==> src/rtl/pairwise_energy_class_scorer_top_macros.svh <==
// Assertion macros used by the scorer's datapath.
// Expects signals named clk and rst in the scope where a macro is used.
`ifndef PAIRWISE_ENERGY_CLASS_SCORER_TOP_MACROS_SVH
`define PAIRWISE_ENERGY_CLASS_SCORER_TOP_MACROS_SVH
`ifndef SYNTHESIS
`define PECS_ASSERT_NEVER(lbl, expr) \
  lbl: assert property (@(posedge clk) disable iff (rst) !(expr)) \
    else $error("pecs assertion failed");
`define PECS_ASSERT_IMPLY(lbl, pre, post) \
  lbl: assert property (@(posedge clk) disable iff (rst) (pre) |-> (post)) \
    else $error("pecs assertion failed");
`define PECS_ASSERT_NEXT(lbl, pre, post) \
  lbl: assert property (@(posedge clk) disable iff (rst) (pre) |=> (post)) \
    else $error("pecs assertion failed");
`else
`define PECS_ASSERT_NEVER(lbl, expr)
`define PECS_ASSERT_IMPLY(lbl, pre, post)
`define PECS_ASSERT_NEXT(lbl, pre, post)
`endif
`endif

==> src/rtl/pecs_pkg.sv <==
// Package for the pairwise energy class scorer: field widths, command and
// register codes, controller states, command/status structs, saturating add.
// No dependencies.
package pecs_pkg;

  localparam int NUM_CLASSES_DEF = 4;
  localparam int NUM_VARS_DEF    = 16;
  localparam int NUM_LEVELS_DEF  = 4;

  localparam int CMD_W      = 3;
  localparam int CLASS_W    = 2;
  localparam int VAR_W      = 4;
  localparam int LEVEL_W    = 2;
  localparam int WEIGHT_W   = 32;
  localparam int OBS_W      = 3;
  localparam int LC_W       = 3;
  localparam int ACC_W      = 48;
  localparam int SDATA_W    = 56;
  localparam int MDATA_W    = 56;
  localparam int CFG_ADDR_W = 1;
  localparam int CFG_DATA_W = 3;

  localparam logic [CMD_W-1:0] CMD_SITE  = 3'd0;
  localparam logic [CMD_W-1:0] CMD_PAIR  = 3'd1;
  localparam logic [CMD_W-1:0] CMD_BIAS  = 3'd2;
  localparam logic [CMD_W-1:0] CMD_LEVEL = 3'd3;
  localparam logic [CMD_W-1:0] CMD_QUERY = 3'd4;

  localparam logic [CFG_ADDR_W-1:0] REG_NUM_CLASSES = 1'b0;
  localparam logic [CFG_ADDR_W-1:0] REG_NAIVE_MODE  = 1'b1;

  localparam logic signed [ACC_W-1:0] ACC_MAX = 48'sh7FFF_FFFF_FFFF;
  localparam logic signed [ACC_W-1:0] ACC_MIN = 48'sh8000_0000_0000;

  typedef enum logic [3:0] {
    ST_CLEAR,
    ST_IDLE,
    ST_CLASS,
    ST_USE_RD,
    ST_USE_WR,
    ST_I_RD,
    ST_SITE_RD,
    ST_SITE_ACC,
    ST_J_RD,
    ST_PAIR_RD,
    ST_PAIR_ACC,
    ST_EMIT
  } state_t;

  typedef struct packed {
    logic ready;
    logic clr_step;
    logic qlen_clear;
    logic class_init;
    logic use_store;
    logic vi_clear;
    logic vi_inc;
    logic qread_j;
    logic site_latch;
    logic site_acc;
    logic vj_clear;
    logic vj_inc;
    logic pair_read;
    logic pair_acc;
    logic emit;
  } ctrl_cmd_t;

  typedef struct packed {
    logic clr_last;
    logic in_valid;
    logic ends_query;
    logic n_zero;
    logic vi_done;
    logic vj_done;
    logic usable_i;
    logic naive;
    logic out_free;
    logic cls_last;
  } ctrl_sts_t;

  function automatic logic signed [ACC_W-1:0] sat_add(
    input logic signed [ACC_W-1:0] acc,
    input logic signed [ACC_W-1:0] term
  );
    logic [ACC_W:0] sum;
    sum = {acc[ACC_W-1], acc} + {term[ACC_W-1], term};
    if (sum[ACC_W] != sum[ACC_W-1]) begin
      return sum[ACC_W] ? ACC_MIN : ACC_MAX;
    end
    return sum[ACC_W-1:0];
  endfunction

endpackage

==> src/rtl/pecs_ctrl.sv <==
// Sequencer of the scorer: clearing pass, beat intake, per-class scoring loops.
// Depends on pecs_pkg; drives the datapath through ctrl_cmd_t.
module pecs_ctrl (
  input  logic                  clk,
  input  logic                  rst,
  input  pecs_pkg::ctrl_sts_t   sts,
  output pecs_pkg::ctrl_cmd_t   cmd
);
  import pecs_pkg::*;

  state_t state;
  state_t state_next;

  always_ff @(posedge clk) begin
    if (rst) begin
      state <= ST_CLEAR;
    end else begin
      state <= state_next;
    end
  end

  always_comb begin
    state_next = state;
    case (state)
      ST_CLEAR:    if (sts.clr_last) state_next = ST_IDLE;
      ST_IDLE:     if (sts.in_valid && sts.ends_query && !sts.n_zero) state_next = ST_CLASS;
      ST_CLASS:    state_next = ST_USE_RD;
      ST_USE_RD:   state_next = sts.vi_done ? ST_I_RD : ST_USE_WR;
      ST_USE_WR:   state_next = ST_USE_RD;
      ST_I_RD:     state_next = sts.vi_done ? ST_EMIT : ST_SITE_RD;
      ST_SITE_RD:  state_next = ST_SITE_ACC;
      ST_SITE_ACC: state_next = (!sts.usable_i || sts.naive) ? ST_I_RD : ST_J_RD;
      ST_J_RD:     state_next = sts.vj_done ? ST_I_RD : ST_PAIR_RD;
      ST_PAIR_RD:  state_next = ST_PAIR_ACC;
      ST_PAIR_ACC: state_next = ST_J_RD;
      ST_EMIT: begin
        if (sts.out_free) begin
          state_next = sts.cls_last ? ST_IDLE : ST_CLASS;
        end
      end
      default:     state_next = ST_IDLE;
    endcase
  end

  always_comb begin
    cmd = '0;
    case (state)
      ST_CLEAR: cmd.clr_step = 1'b1;
      ST_IDLE: begin
        cmd.ready = 1'b1;
        cmd.qlen_clear = sts.in_valid && sts.ends_query && sts.n_zero;
      end
      ST_CLASS: cmd.class_init = 1'b1;
      ST_USE_RD: cmd.vi_clear = sts.vi_done;
      ST_USE_WR: begin
        cmd.use_store = 1'b1;
        cmd.vi_inc = 1'b1;
      end
      ST_I_RD: cmd = '0;
      ST_SITE_RD: cmd.site_latch = 1'b1;
      ST_SITE_ACC: begin
        cmd.site_acc = 1'b1;
        if (!sts.usable_i || sts.naive) begin
          cmd.vi_inc = 1'b1;
        end else begin
          cmd.vj_clear = 1'b1;
        end
      end
      ST_J_RD: begin
        cmd.vi_inc = sts.vj_done;
        cmd.qread_j = !sts.vj_done;
      end
      ST_PAIR_RD: begin
        cmd.qread_j = 1'b1;
        cmd.pair_read = 1'b1;
      end
      ST_PAIR_ACC: begin
        cmd.pair_acc = 1'b1;
        cmd.vj_inc = 1'b1;
      end
      ST_EMIT: begin
        cmd.emit = sts.out_free;
        cmd.qlen_clear = sts.out_free && sts.cls_last;
      end
      default: cmd = '0;
    endcase
  end

endmodule

==> config.mk <==
export PLATFORM = sky130hd
export DESIGN_NAME = pecs_ctrl
export DESIGN_NICKNAME = d
export VERILOG_FILES = /design/src/rtl/pairwise_energy_class_scorer_top_macros.svh /design/src/rtl/pecs_pkg.sv /design/src/rtl/pecs_ctrl.sv
export SDC_FILE = /design/constraint.sdc
export NUM_CORES = 1
export LEC_CHECK = 0
export ABC_AREA = 1
export BUFFER_PORTS_ARGS = -buffer_cell sky130_fd_sc_hd__buf_2
export CAP_MARGIN = 5
export CORE_AREA = 4 4 41 43
export CTS_CLUSTER_DIAMETER = 200
export DETAILED_ROUTE_END_ITERATION = 10
export DIE_AREA = 0 0 45 47
export GPL_ROUTABILITY_DRIVEN = 0
export PLACE_DENSITY = 0.67
export SKIP_CTS_REPAIR_TIMING = 1
export SYNTH_ARGS = -nofsm -noshare
export SYNTH_HDL_FRONTEND = slang
export SYNTH_SLANG_ARGS = --single-unit
==> constraint.sdc <==
create_clock -name clk -period 2.1 [get_ports clk]
set_input_delay 0.21 -clock clk [delete_from_list [all_inputs] [get_ports clk]]
set_output_delay 0.21 -clock clk [all_outputs]
set_load 0.005 [all_outputs]
# Word-level counts from Yosys, hierarchy flattened
# Cells that the tools add are included.
# totals
register_bits	4
inputBits	12
output_inout_bits	15
elab_cells	50
# classes
n_eq_ne	14
mux	24
reduce_logical	11
# ops
operator	n
$pmux W4 S11	1
$mux W4	6
$eq A4 B3 Y1 const B	4
$eq A4 B4 Y1 const B	4
$mux W1	12
$eq A4 B2 Y1 const B	2
$ne A2 B2 Y1 const B	3
$eq A4 B1 Y1 const B	1
$logic_and A1 B1 Y1	4
$logic_not A4 Y1	1
$mux W2	2
$pmux W1 S2	2
$logic_not A1 Y1	3
$pmux W1 S3	1
$reduce_and A3 Y1	1
$reduce_or A2 Y1	1
$logic_or A1 B1 Y1	1

# Depth between registers and ports, before layout
# Gate-level depths: netlist of the first run.
# depth
word_depth	4
mapped_depth	9
depth_no_buf	9

# Worst setup path after synthesis of the first run
# No wires, ideal clock.
# synth_path
kind	register to output
start	reg state[0]
end	out cmd[12] in the netlist's numbering
arrival_ns	0.892
t_required_ns	1.890
setup_slack_ns	0.998
stages_incl_launch_ff	5
path_buffers	0
path_cell_list	dfxtp_1 > nand2_2 > nor2_2 > nand2_1 > o21ai_0
# synth_lines
item	line	text
from (decl)	pecs_ctrl.sv:11	state_t state;
from (signal assigned)	pecs_ctrl.sv:18	state <= state_next;
to (decl)	pecs_ctrl.sv:7	output pecs_pkg::ctrl_cmd_t cmd

==> impl_results.md, run 1 <==
* Wire length of the first global-routing pass at between 2 and 2.5 mm
* Leak pwr at around 0.42 nW
* Slowest cell on crit path: sky130_fd_sc_hd__dfxtp_1
* Synthesized instance count at 88
* Slowest Stage Delay on Critical Path at between 400 and 500 ps
* Area of the multi-input gates at 319.1 um^2
* Proportion of power drawn by the clock network at between 30 and 40%
* Unrepaired setup endpoints after global routing: no
* GR Overflow Total at 0
* Top Ports at 27
* Die height at around 47 um
* Parity-gate share of the synthesized area counting xor and xnor cells at 0%
* Final antenna diode count at 0
* Worst-path fanout max at 5
* Number of nets at the end of the flow at 130
* CP Data Arrival Time at 1300 ps
* Clock tree sinks at 4
* H-tree levels at 1
* Worst-Skew Late Latency at 240 ps
* Register clock-pin slew on the reported worst setup and hold paths at 40 ps
* IR drop worst, VDD at 0.3097 mV
* TritonCTS Buffers at 3
* Main combinational cell family by area after synthesis: simple AND/OR/NAND/NOR gates
* Die boundary width at 45 um
* Transition time at the pin with the least slew margin at approximately 240 ps
* Area of the mapped netlist at around 470 um^2
* Count of buffer and inverter cells on the critical path at 1
* Internal Dissipation at about 0.20 mW
* Clock skew after layout at between 4 and 5 ps
* Vias in the first global route at 545
* Clock period minus final worst setup slack at around 1500 ps
* Non-Filler Instances at roughly 130
* PwrDens at between 400 and 500 mW/mm^2
* # rows at 13
* Synthesized-area fraction occupied by and/or/nand/nor cells at about three fifths
* Seq. cell area at ~80 um^2
* Core area at around 0.0013 mm^2
* Clock root buffer master: sky130_fd_sc_hd__clkbuf_4
* Final worst path period share at about 70%
* Share of power burned in registers at between 20 and 30%
* Overall die area at approximately 0.0021 mm^2
* Multiplexer area fraction after synthesis at 0%
* Most flops, register: state
* Violation count after the first detailed-routing iteration at 11
* Number of max-slew violations in the final report at 0
* Number of register bits inferred by synthesis at 4
* Number of antenna violations at the first check in global routing at 0
* HPWL after DPL at 1.155 mm
* Number of warnings printed during yosys synthesis at 0
* Starting density of the core at ~36%
* Routed via count at between 600 and 700
* Syn-to-layout area delta at 34.84%
* Kind of critical path: register to output port
* Number of flip-flops under the largest register name at 4
* Fraction of power spent switching nets at 36.89%
* Final-layout fill cell count at 150
* Initial DRT Pass Iterations at 4
* Max transition margin at a little over four fifths
* Capturing element type of the critical path: output port
* Relative contribution of combinational cells to total power at 39.7%
* Overall routed net length at 1.308 mm
* Compound-Gate Fraction of Synth Area at roughly 6.1%
* Critical path cell sequence: nand2_2 > nor2_2 > nand2_1 > o21ai_0 > buf_2
* Worst EP required at 1890 ps
* Setup TNS at 0 ps
* Sort of element at the start of the critical path: register
* Registers with the most flip-flops: state x4
* Global router's overall resource usage at approximately 14%
* Final setup vio count at 0
* Fraction of layout instances using a drive strength above 1 at between 30% and 40%
* Arithmetic-cell share of the synthesized area counting full adders, half adders and majority gates at 0%
* Outcome: finished, final reports clean
* Per-instance average area after synthesis at between 5 and 6 um^2
* Net switching power at 0.1162 mW
* Distinct cells, synth at 18
* Path type of the worst min-delay path: input port to register
* Via-to-Cell Ratio at roughly 4.6
* Maximum number of pins on one net before global-route repair at 6
* Number of placed instances, taps included at between 100 and 150
* Number of maximum-capacitance constraint violations at 0
* # DRC at 0
* Dominant delay contributor by cell family on the critical path: flip-flops
* Final hold vios at 0
* Commonest cells after routing, fill and taps aside: sky130_fd_sc_hd__buf_2, sky130_fd_sc_hd__nand2_1, sky130_fd_sc_hd__inv_1
* Remaining antenna violation count after routing at 0
* Sequential fraction of the synthesis area at ~17%
* Max Clk Rate at around 660 MHz
* Wirelength per Cell at ~10 um
* Most common cell after layout, fill and taps aside: sky130_fd_sc_hd__buf_2
* Nets in the synthesized netlist at 100
* IO Port Bufs at 26
* Maximum clock insertion buffer count at 2
* TritonCTS clock tree: yes
==> kinds of logic after synthesis <==
| kind of cell | count (synthesis) |
|---|---|
| DFF | 4 |
| buffers and inverters | 18 |
| AOI/OAI and AO/OA | 5 |
| and+or+nand+nor | 61 |
==> Yosys cell counts <==
cell type | count | area (um^2)
sky130_fd_sc_hd__a21oi_1 | 2 | 10.01
sky130_fd_sc_hd__o21ai_0 | 1 | 5.000
sky130_fd_sc_hd__a31oi_1 | 1 | 6.260
sky130_fd_sc_hd__nor3_1 | 2 | 10.01
sky130_fd_sc_hd__or2_2 | 1 | 6.260
sky130_fd_sc_hd__nand3_1 | 6 | 30.03
sky130_fd_sc_hd__nor2_2 | 5 | 31.28
sky130_fd_sc_hd__buf_4 | 1 | 7.510
sky130_fd_sc_hd__nand2_1 | 23 | 86.33
sky130_fd_sc_hd__nor2_4 | 1 | 11.26
sky130_fd_sc_hd__nand3b_1 | 3 | 22.52
sky130_fd_sc_hd__inv_1 | 14 | 52.55
sky130_fd_sc_hd__dfxtp_1 | 4 | 80.08
sky130_fd_sc_hd__a21boi_0 | 1 | 7.510
sky130_fd_sc_hd__nand2_2 | 6 | 37.54
sky130_fd_sc_hd__nand4_1 | 1 | 6.260
sky130_fd_sc_hd__inv_2 | 3 | 11.26
sky130_fd_sc_hd__nor2_1 | 13 | 48.80
==> worst register-to-register path, delay by kind of cell, from the launching register on <==
| kind | cells | cell delay (ps) |
|---|---|---|
| buffers and inverters | 2 | 140 |
| and+or+nand+nor | 7 | 540 |
| DFF | 1 | 410 |
==> through the flow <==
step           total power, mW  util, %  setup WS (ps)  hold WS [ps]  area [um^2]
6_report                0.3151    48.75          586.5         174.0        634.4
5_1_grt                 0.3457    48.75          460.5         174.7        634.4
4_1_cts                 0.3186    48.75          581.7         173.4        634.4
3_5_place_dp            0.2201    47.02          832.2         421.2        611.8
3_3_place_gp            0.2188    47.02          896.8         416.6        611.8
2_1_floorplan           0.1782        -          998.1         279.1        470.5
==> power by group through the flow <==
stage / clock network, mW / registers (mW) / logic [mW]
floorplan: 0 / 0.0934 / 0.0848
global placement: 0 / 0.0940 / 0.125
detailed placement: 0 / 0.0948 / 0.125
CTS: 0.0990 / 0.0935 / 0.126
global route: 0.106 / 0.0952 / 0.145
finish: 0.0963 / 0.0938 / 0.125
==> final cells by class <==
cell class / count / area share [%]
Timing Repair Buffer: 26 / 20.51
Sequential cell: 4 / 12.62
Tap cell: 15 / 2.959
Clock buffer: 3 / 3.550
Multi-Input combinational cell: 66 / 50.30
Inverter: 17 / 10.06
==> routing by layer <==
layer	vias up	wire, um	track usage (%)
li1	324	-	-
met1	264	569	15.23
met4	0	17	7.018
met5	-	0	0
met3	2	100	3.065
met2	17	620	25.99
==> path summary, 6_finish.rpt <==
kind                 start       end  slack (ps)  cells after the start
setup / recovery  state[0]   cmd[12]         590                      5
hold / removal         rst  state[3]         170                      2
setup reg to reg  state[0]  state[0]         910                      9
hold reg to reg   state[1]  state[3]         710                      4
No activity file was read; power rests on OpenSTA's default activity.
==> inputs of run 2 (changes only) <==
--- a/config.mk
+++ b/config.mk
@@ -5,7 +5,7 @@
 export SDC_FILE = /design/constraint.sdc
 export NUM_CORES = 1
 export LEC_CHECK = 0
-export ABC_AREA = 1
+export ABC_AREA = 0
 export BUFFER_PORTS_ARGS = -buffer_cell sky130_fd_sc_hd__buf_2
 export CAP_MARGIN = 5
 export CORE_AREA = 4 4 41 43
==> constraint.sdc (replaced) <==
create_clock -name clk -period 1.5 [get_ports clk]
set_input_delay 0.15 -clock clk [delete_from_list [all_inputs] [get_ports clk]]
set_output_delay 0.15 -clock clk [all_outputs]
set_load 0.005 [all_outputs]
==> run 2 against run 1 <==
Critical path depth stayed put. Register-to-register slack worse by 790 ps. Sequential power is 84% higher. Critical path type unchanged. Utilization is 8.1 points higher. Die area stayed put. Sequential cell count stayed put. Global-route usage is 0.33 points higher. Sequential share of layout area is 0.10 points lower. Final area is 17% higher. Cell count is 13% lower. Non-clock buffer count is 11 higher. Synthesized area is 1.1% higher.
==> impl_results.md, run 2 <==
* Max transition margin at between 70% and 80%
* Clock root buffer master: sky130_fd_sc_hd__clkbuf_4
* Worst setup slack after layout at between 6 and 7 ps
* Top layer in use: met4
* Arithmetic-cell share of the synthesized area counting full adders, half adders and majority gates at 0%
* Internal reg-to-reg setup slack at about 120 ps
* Unrepaired setup endpoints after global routing: yes
* Top Ports at 27
* Clock period minus final worst setup slack at 1493 ps
* Instance area at placement at a little over 600 um^2
* CP Data Arrival Time at 1340 ps
* H-tree levels at 1
* Sequential fraction of the synthesis area at 16.84%
* Main combinational cell family by area after synthesis: simple AND/OR/NAND/NOR gates
* Nets in the synthesized netlist at 76
* Commonest cells after routing, fill and taps aside: sky130_fd_sc_hd__buf_2, sky130_fd_sc_hd__buf_4, sky130_fd_sc_hd__nand2b_1
* Final design instance area without fill at roughly 740 um^2
* Final hold vios at 0
* Fraction of layout instances using a drive strength above 1 at between 50% and 60%
* Worst-path fanout max at 7
* Number of flip-flops under the largest register name at 4
* TritonCTS clock tree: yes
* Overall routed net length at about 1.6 mm
* Outcome: finished, final reports clean
* IO Port Bufs at 26
* Final setup vio count at 0
* Clock tree sinks at 4
* Starting density of the core at a little over a third
* Most frequently used flop master after synthesis: sky130_fd_sc_hd__dfxtp_1
* Initial DRT Pass Iterations at 4
* Slowest cell on crit path: sky130_fd_sc_hd__dfxtp_4
* Net switching power at about 0.24 mW
* Fraction of registers with async set or reset after synthesis at 0%
* TritonCTS Buffers at 3
* Wl on met1 at around 660 um
* Global router's overall resource usage at between 10% and 20%
* Remaining antenna violation count after routing at 0
* # rows at 13
* Sort of element at the start of the critical path: register
* Total power at 0.6010 mW
* Capture point of the worst reg-to-reg path: state[0]
* Overall die area at approximately 0.0021 mm^2
* Top cell type by total area after synthesis: sky130_fd_sc_hd__dfxtp_1
* Via-to-Cell Ratio at ~5.4
* Area of the mapped netlist at between 400 and 500 um^2
* Maximum number of pins on one net before global-route repair at 14
* Kind of critical path: register to output port
* Multiplexer area fraction after synthesis at 0%
* Vias in the first global route at between 500 and 600
* Die height at roughly 47 um
* Number of register bits inferred by synthesis at 4
* Per-instance average area after synthesis at 7.429 um^2
* Path type of the worst min-delay path: input port to register
* Synthesized-area fraction occupied by and/or/nand/nor cells at between 50% and 60%
* Final worst path period share at roughly 100%
* Compound-Gate Fraction of Synth Area at between 20% and 30%
* GR Overflow Total at 0
* Distinct cells, synth at 31
* Number of antenna violations at the first check in global routing at 0
* Internal Dissipation at roughly 0.36 mW
* Transition time at the pin with the least slew margin at roughly 310 ps
* Number of nets at the end of the flow at around 110
* Final antenna diode count at 0
* Share of power burned in registers at between 20 and 30%
* Routed via count at just over 600
* HPWL after DPL at roughly 1.1 mm
* Capturing element of the worst setup path: cmd[12]
* Fraction of power spent switching nets at between 40% and 50%
* Worst-Skew Late Latency at 250 ps
* Most flops, register: state
* Final core utilization at a little under three fifths
* Wire length of the first global-routing pass at 2.173 mm
* Critical path cell sequence: buf_6 > nor4b_4 > nand4_1 > nand2_1 > buf_2
* Registers with the most flip-flops: state x4
* Origin of the worst setup path: state[2]
* Core area at roughly 0.0013 mm^2
* Detailed route wirelength on metal2 at ~750 um
* IR drop worst, VDD at between 0.3 and 0.4 mV
* Synthesized instance count at 64
* Slowest Stage Delay on Critical Path at between 300 and 400 ps
* EDFF count, synth at 0
* PwrDens at 812.8 mW/mm^2
* Worst setup slack after placement at between 50 and 60 ps
* Leak pwr at between 0.3 and 0.4 nW
* Final-layout fill cell count at about 130
* # DRC at 0
* Path depth of the worst reg2reg path at 6
* Capturing element type of the critical path: output port
* Number of warnings printed during yosys synthesis at 0
* Maximum clock insertion buffer count at 2
* Leading cell type by number of instances after synthesis: sky130_fd_sc_hd__nand2b_1
* Clock skew after layout at 10.71 ps
* Critical R2R Launch: state[2]
* Syn-to-layout area delta at 55.53%
* Register clock-pin slew on the reported worst setup and hold paths at around 50 ps
* Relative contribution of combinational cells to total power at 46.2%
* Wirelength per Cell at 13.75 um
* Most common cell after layout, fill and taps aside: sky130_fd_sc_hd__buf_2
* Die boundary width at roughly 45 um
* Violation count after the first detailed-routing iteration at 13
* Worst-case hold slack at around 120 ps
* Top cells by area in the synthesized netlist: sky130_fd_sc_hd__dfxtp_1, sky130_fd_sc_hd__nand2b_1, sky130_fd_sc_hd__nor3_1
* Fraction of post-synthesis cell area in the top cell type by area at between 15 and 20%
* Parity-gate share of the synthesized area counting xor and xnor cells at 0%
* Wire length on met3 at roughly 110 um
* Worst EP required at roughly 1400 ps
* Max Clk Rate at roughly 670 MHz
* Leading post-synthesis cells by instance count: sky130_fd_sc_hd__nand2b_1, sky130_fd_sc_hd__nor3_1, sky130_fd_sc_hd__a21oi_1, sky130_fd_sc_hd__dfxtp_1, sky130_fd_sc_hd__nor2_1
* Number of maximum-capacitance constraint violations at 0
* Number of max-slew violations in the final report at 0
* Proportion of power drawn by the clock network at ~25%
-- run 2: metrics by stage --
| step | setup TNS, ps | cells |
|---|---|---|
| after global routing | -122.6 | 114 |
| after CTS | -584.4 | 107 |
| after floorplan | 0 | 64 |
| after global placement | 0 | 104 |
| after detailed placement | 0 | 104 |
| final | 0 | 114 |
-- run 2: metal layers --
| metal | global-route usage (%) | up-vias |
|---|---|---|
| li1 | - | 302 |
| met1 | 17.31 | 286 |
| met2 | 22.03 | 28 |
| met3 | 3.065 | 4 |
| met4 | 12.28 | 0 |
| met5 | 0 | - |
-- run 2: power by group through the flow --
stage          combinational (mW)  clock [mW]  sequential (mW)
2_1_floorplan               0.180           0            0.140
3_3_place_gp                0.231           0            0.163
3_5_place_dp                0.232           0            0.162
4_1_cts                     0.233       0.144            0.161
5_1_grt                     0.304       0.159            0.176
6_report                    0.278       0.150            0.173
-- run 2: cells by family after synthesis --
logic type,after synthesis
flip-flops,4
AO/OA/AOI/OAI,14
AND/OR/NAND/NOR,37
buffers and inverters,9
-- run 2: cell type report --
type / count / area [um^2] / share of cell area [%]
well taps: 15 / 18.77 / 2.538
inverters: 4 / 15.01 / 2.030
clock buffers: 3 / 22.52 / 3.046
multi-input cells: 51 / 374.1 / 50.59
flip-flops and latches: 4 / 92.59 / 12.52
repair buffers: 37 / 216.5 / 29.27
-- run 2: how the worst min path moves through the flow --
stage,startpoint,to,slack (ps),cells past startpoint
floorplan,rst,state[0],220,1
global placement,rst,state[3],380,2
detailed placement,rst,state[0],380,2
CTS,rst,state[3],120,2
global route,rst,state[2],120,2
finish,rst,state[3],120,2
-- run 2: worst max-delay path, delay by kind of cell, from the launching register on --
| kind | cells | cell delay (ps) |
|---|---|---|
| DFF | 1 | 370 |
| buffers and inverters | 2 | 230 |
| and+or+nand+nor | 3 | 490 |
==> inputs of run 3 (changes only) <==
--- a/config.mk
+++ b/config.mk
@@ -8,13 +8,16 @@
 export ABC_AREA = 0
 export BUFFER_PORTS_ARGS = -buffer_cell sky130_fd_sc_hd__buf_2
 export CAP_MARGIN = 5
-export CORE_AREA = 4 4 41 43
+export CELL_PAD_IN_SITES_DETAIL_PLACEMENT = 0
+export CELL_PAD_IN_SITES_GLOBAL_PLACEMENT = 2
+export CORE_MARGIN = 4
+export CORE_UTILIZATION = 21
 export CTS_CLUSTER_DIAMETER = 200
 export DETAILED_ROUTE_END_ITERATION = 10
-export DIE_AREA = 0 0 45 47
 export GPL_ROUTABILITY_DRIVEN = 0
-export PLACE_DENSITY = 0.67
+export PLACE_DENSITY_LB_ADDON = 0.1
 export SKIP_CTS_REPAIR_TIMING = 1
 export SYNTH_ARGS = -nofsm -noshare
 export SYNTH_HDL_FRONTEND = slang
 export SYNTH_SLANG_ARGS = --single-unit
+export TNS_END_PERCENT = 30
==> run 3 against run 2 <==
Clock power down 10%. Sequential power about the same. Worst hold slack better by 22 ps. Final area up 0.34%. Non-clock buffer count down 2. Power down 1.9%. First-iteration DRC count down 54%. Critical path depth unchanged. Worst setup slack better by 50 ps. Critical path type unchanged. Critical endpoint is now cmd[8]. Largest power group unchanged.
==> impl_results.md, run 3 (synthesis gave the netlist of run 2 again) <==
* Final-layout fill cell count at approximately 230
* Routed via count at 591
* TritonCTS clock tree: yes
* Internal Dissipation at ~0.36 mW
* Worst-path fanout max at 10
* Die height at 55.58 um
* Maximum clock insertion buffer count at 2
* Max Clk Rate at between 600 and 700 MHz
* Kind of critical path: register to output port
* Overall die area at 0.003089 mm^2
* Share of power burned in registers at 29.4%
* Remaining antenna violation count after routing at 0
* Core area at ~0.0021 mm^2
* Clock skew after layout at approximately 2.7 ps
* Registers with the most flip-flops: state x4
* Final antenna diode count at 0
* Vias in the first global route at 602
* Commonest cells after routing, fill and taps aside: sky130_fd_sc_hd__buf_2, sky130_fd_sc_hd__buf_4, sky130_fd_sc_hd__nand2b_1
* Transition time at the pin with the least slew margin at between 200 and 300 ps
* GR Overflow Total at 0
* Maximum number of pins on one net before global-route repair at 11
* PwrDens at about 790 mW/mm^2
* Outcome: finished, final reports clean
* # rows at 16
* Instance area at placement at roughly 660 um^2
* Wire length of the first global-routing pass at approximately 2.7 mm
* Top Ports at 27
* Non-Filler Instances at 124
* Violation count after the first detailed-routing iteration at 6
* Number of nets at the end of the flow at about 110
* Fraction of layout instances using a drive strength above 1 at between 50 and 60%
* Syn-to-layout area delta at 56.05%
* Starting density of the core at a little under a quarter
* Number of antenna violations at the first check in global routing at 0
* H-tree levels at 1
* Global router's overall resource usage at 11.33%
* CP Data Arrival Time at ~1300 ps
* Proportion of power drawn by the clock network at 23.0%
* Final worst path period share at between 90 and 100%
* # DRC at 0
* Clock period minus final worst setup slack at 1443 ps
* Number of max-slew violations in the final report at 0
* Number of maximum-capacitance constraint violations at 0
* Leak pwr at between 0.3 and 0.4 nW
* HPWL after DPL at between 1 and 1.5 mm
* Capturing element type of the critical path: output port
* Worst EP required at 1350 ps
* Path type of the worst min-delay path: input port to register
* IO Port Bufs at 26
* IR drop worst, VDD at ~0.23 mV
* Max transition margin at 79.90%
* Most flops, register: state
* Clock root buffer master: sky130_fd_sc_hd__clkbuf_4
* Unrepaired setup endpoints after global routing: yes
* Final setup vio count at 0
* Fraction of power spent switching nets at approximately 39%
* Final hold vios at 0
* Most common cell after layout, fill and taps aside: sky130_fd_sc_hd__buf_2
* Via-to-Cell Ratio at ~4.8
* Net switching power at between 0.2 and 0.25 mW
* Relative contribution of combinational cells to total power at between 40% and 50%
* Clock tree sinks at 4
* Wirelength per Cell at between 10 and 15 um
* Register clock-pin slew on the reported worst setup and hold paths at roughly 40 ps
* Number of placed instances, taps included at approximately 120
* Worst-Skew Late Latency at between 200 and 250 ps
* Final design instance area without fill at roughly 740 um^2
* Initial DRT Pass Iterations at 4
* Die boundary width at 55.58 um
* TritonCTS Buffers at 3
* Total power at a little under 0.6 mW
* Overall routed net length at approximately 1.6 mm
* Number of flip-flops under the largest register name at 4
* Sort of element at the start of the critical path: register
-- run 3: final timing paths --
kind / from / end / slack [ps] / depth (start not counted)
hold reg to reg: state[3] / state[2] / 620 / 2
hold / removal: rst / state[2] / 140 / 2
setup reg to reg: state[1] / state[0] / 190 / 4
setup / recovery: state[3] / cmd[8] / 60 / 5
-- run 3: layer usage --
layer | wire [um] | vias to the layer above | global-route usage [%]
met5 | 0 | - | 0
met4 | 32 | 0 | 7.292
li1 | - | 297 | -
met1 | 673 | 272 | 12.71
met2 | 830 | 18 | 19.26
met3 | 94 | 4 | 2.320
-- run 3: power by group through the flow --
stage	sequential [mW]	clock (mW)	combinational [mW]
2_1_floorplan	0.140	0	0.180
3_3_place_gp	0.163	0	0.264
3_5_place_dp	0.162	0	0.261
4_1_cts	0.160	0.143	0.263
5_1_grt	0.178	0.149	0.309
6_report	0.174	0.135	0.281
-- run 3: cell type report --
type                       instances  area (um^2)  share of cell area [%]
clock buffer                       3        22.52                   3.035
tap                               27        33.78                   4.553
inverter                           4        15.01                   2.024
timing repair buffer              35        197.7                   26.64
sequential                         4        92.59                   12.48
multi-input combinational         51        380.4                   51.26
-- run 3: metrics by stage --
stage               utilization [%]  hold slack (ps)  worst slack, ps  setup TNS, ps
floorplan                         -            217.9            264.7              0
global placement              32.22            383.0            22.42              0
detailed placement            32.22            387.9            7.612              0
CTS                           33.31            136.6           -252.0         -707.6
global route                  35.98            131.2           -32.54         -60.95
finish                        35.98            138.0            56.78              0
-- run 3: worst max-delay path, cell delays in order (launching register included) --
cell and delay, ps:
sky130_fd_sc_hd__dfxtp_4 410, sky130_fd_sc_hd__nand2b_2 200, sky130_fd_sc_hd__nor2_2 60, sky130_fd_sc_hd__a22oi_2 190, sky130_fd_sc_hd__nand2b_1 70, sky130_fd_sc_hd__buf_2 120
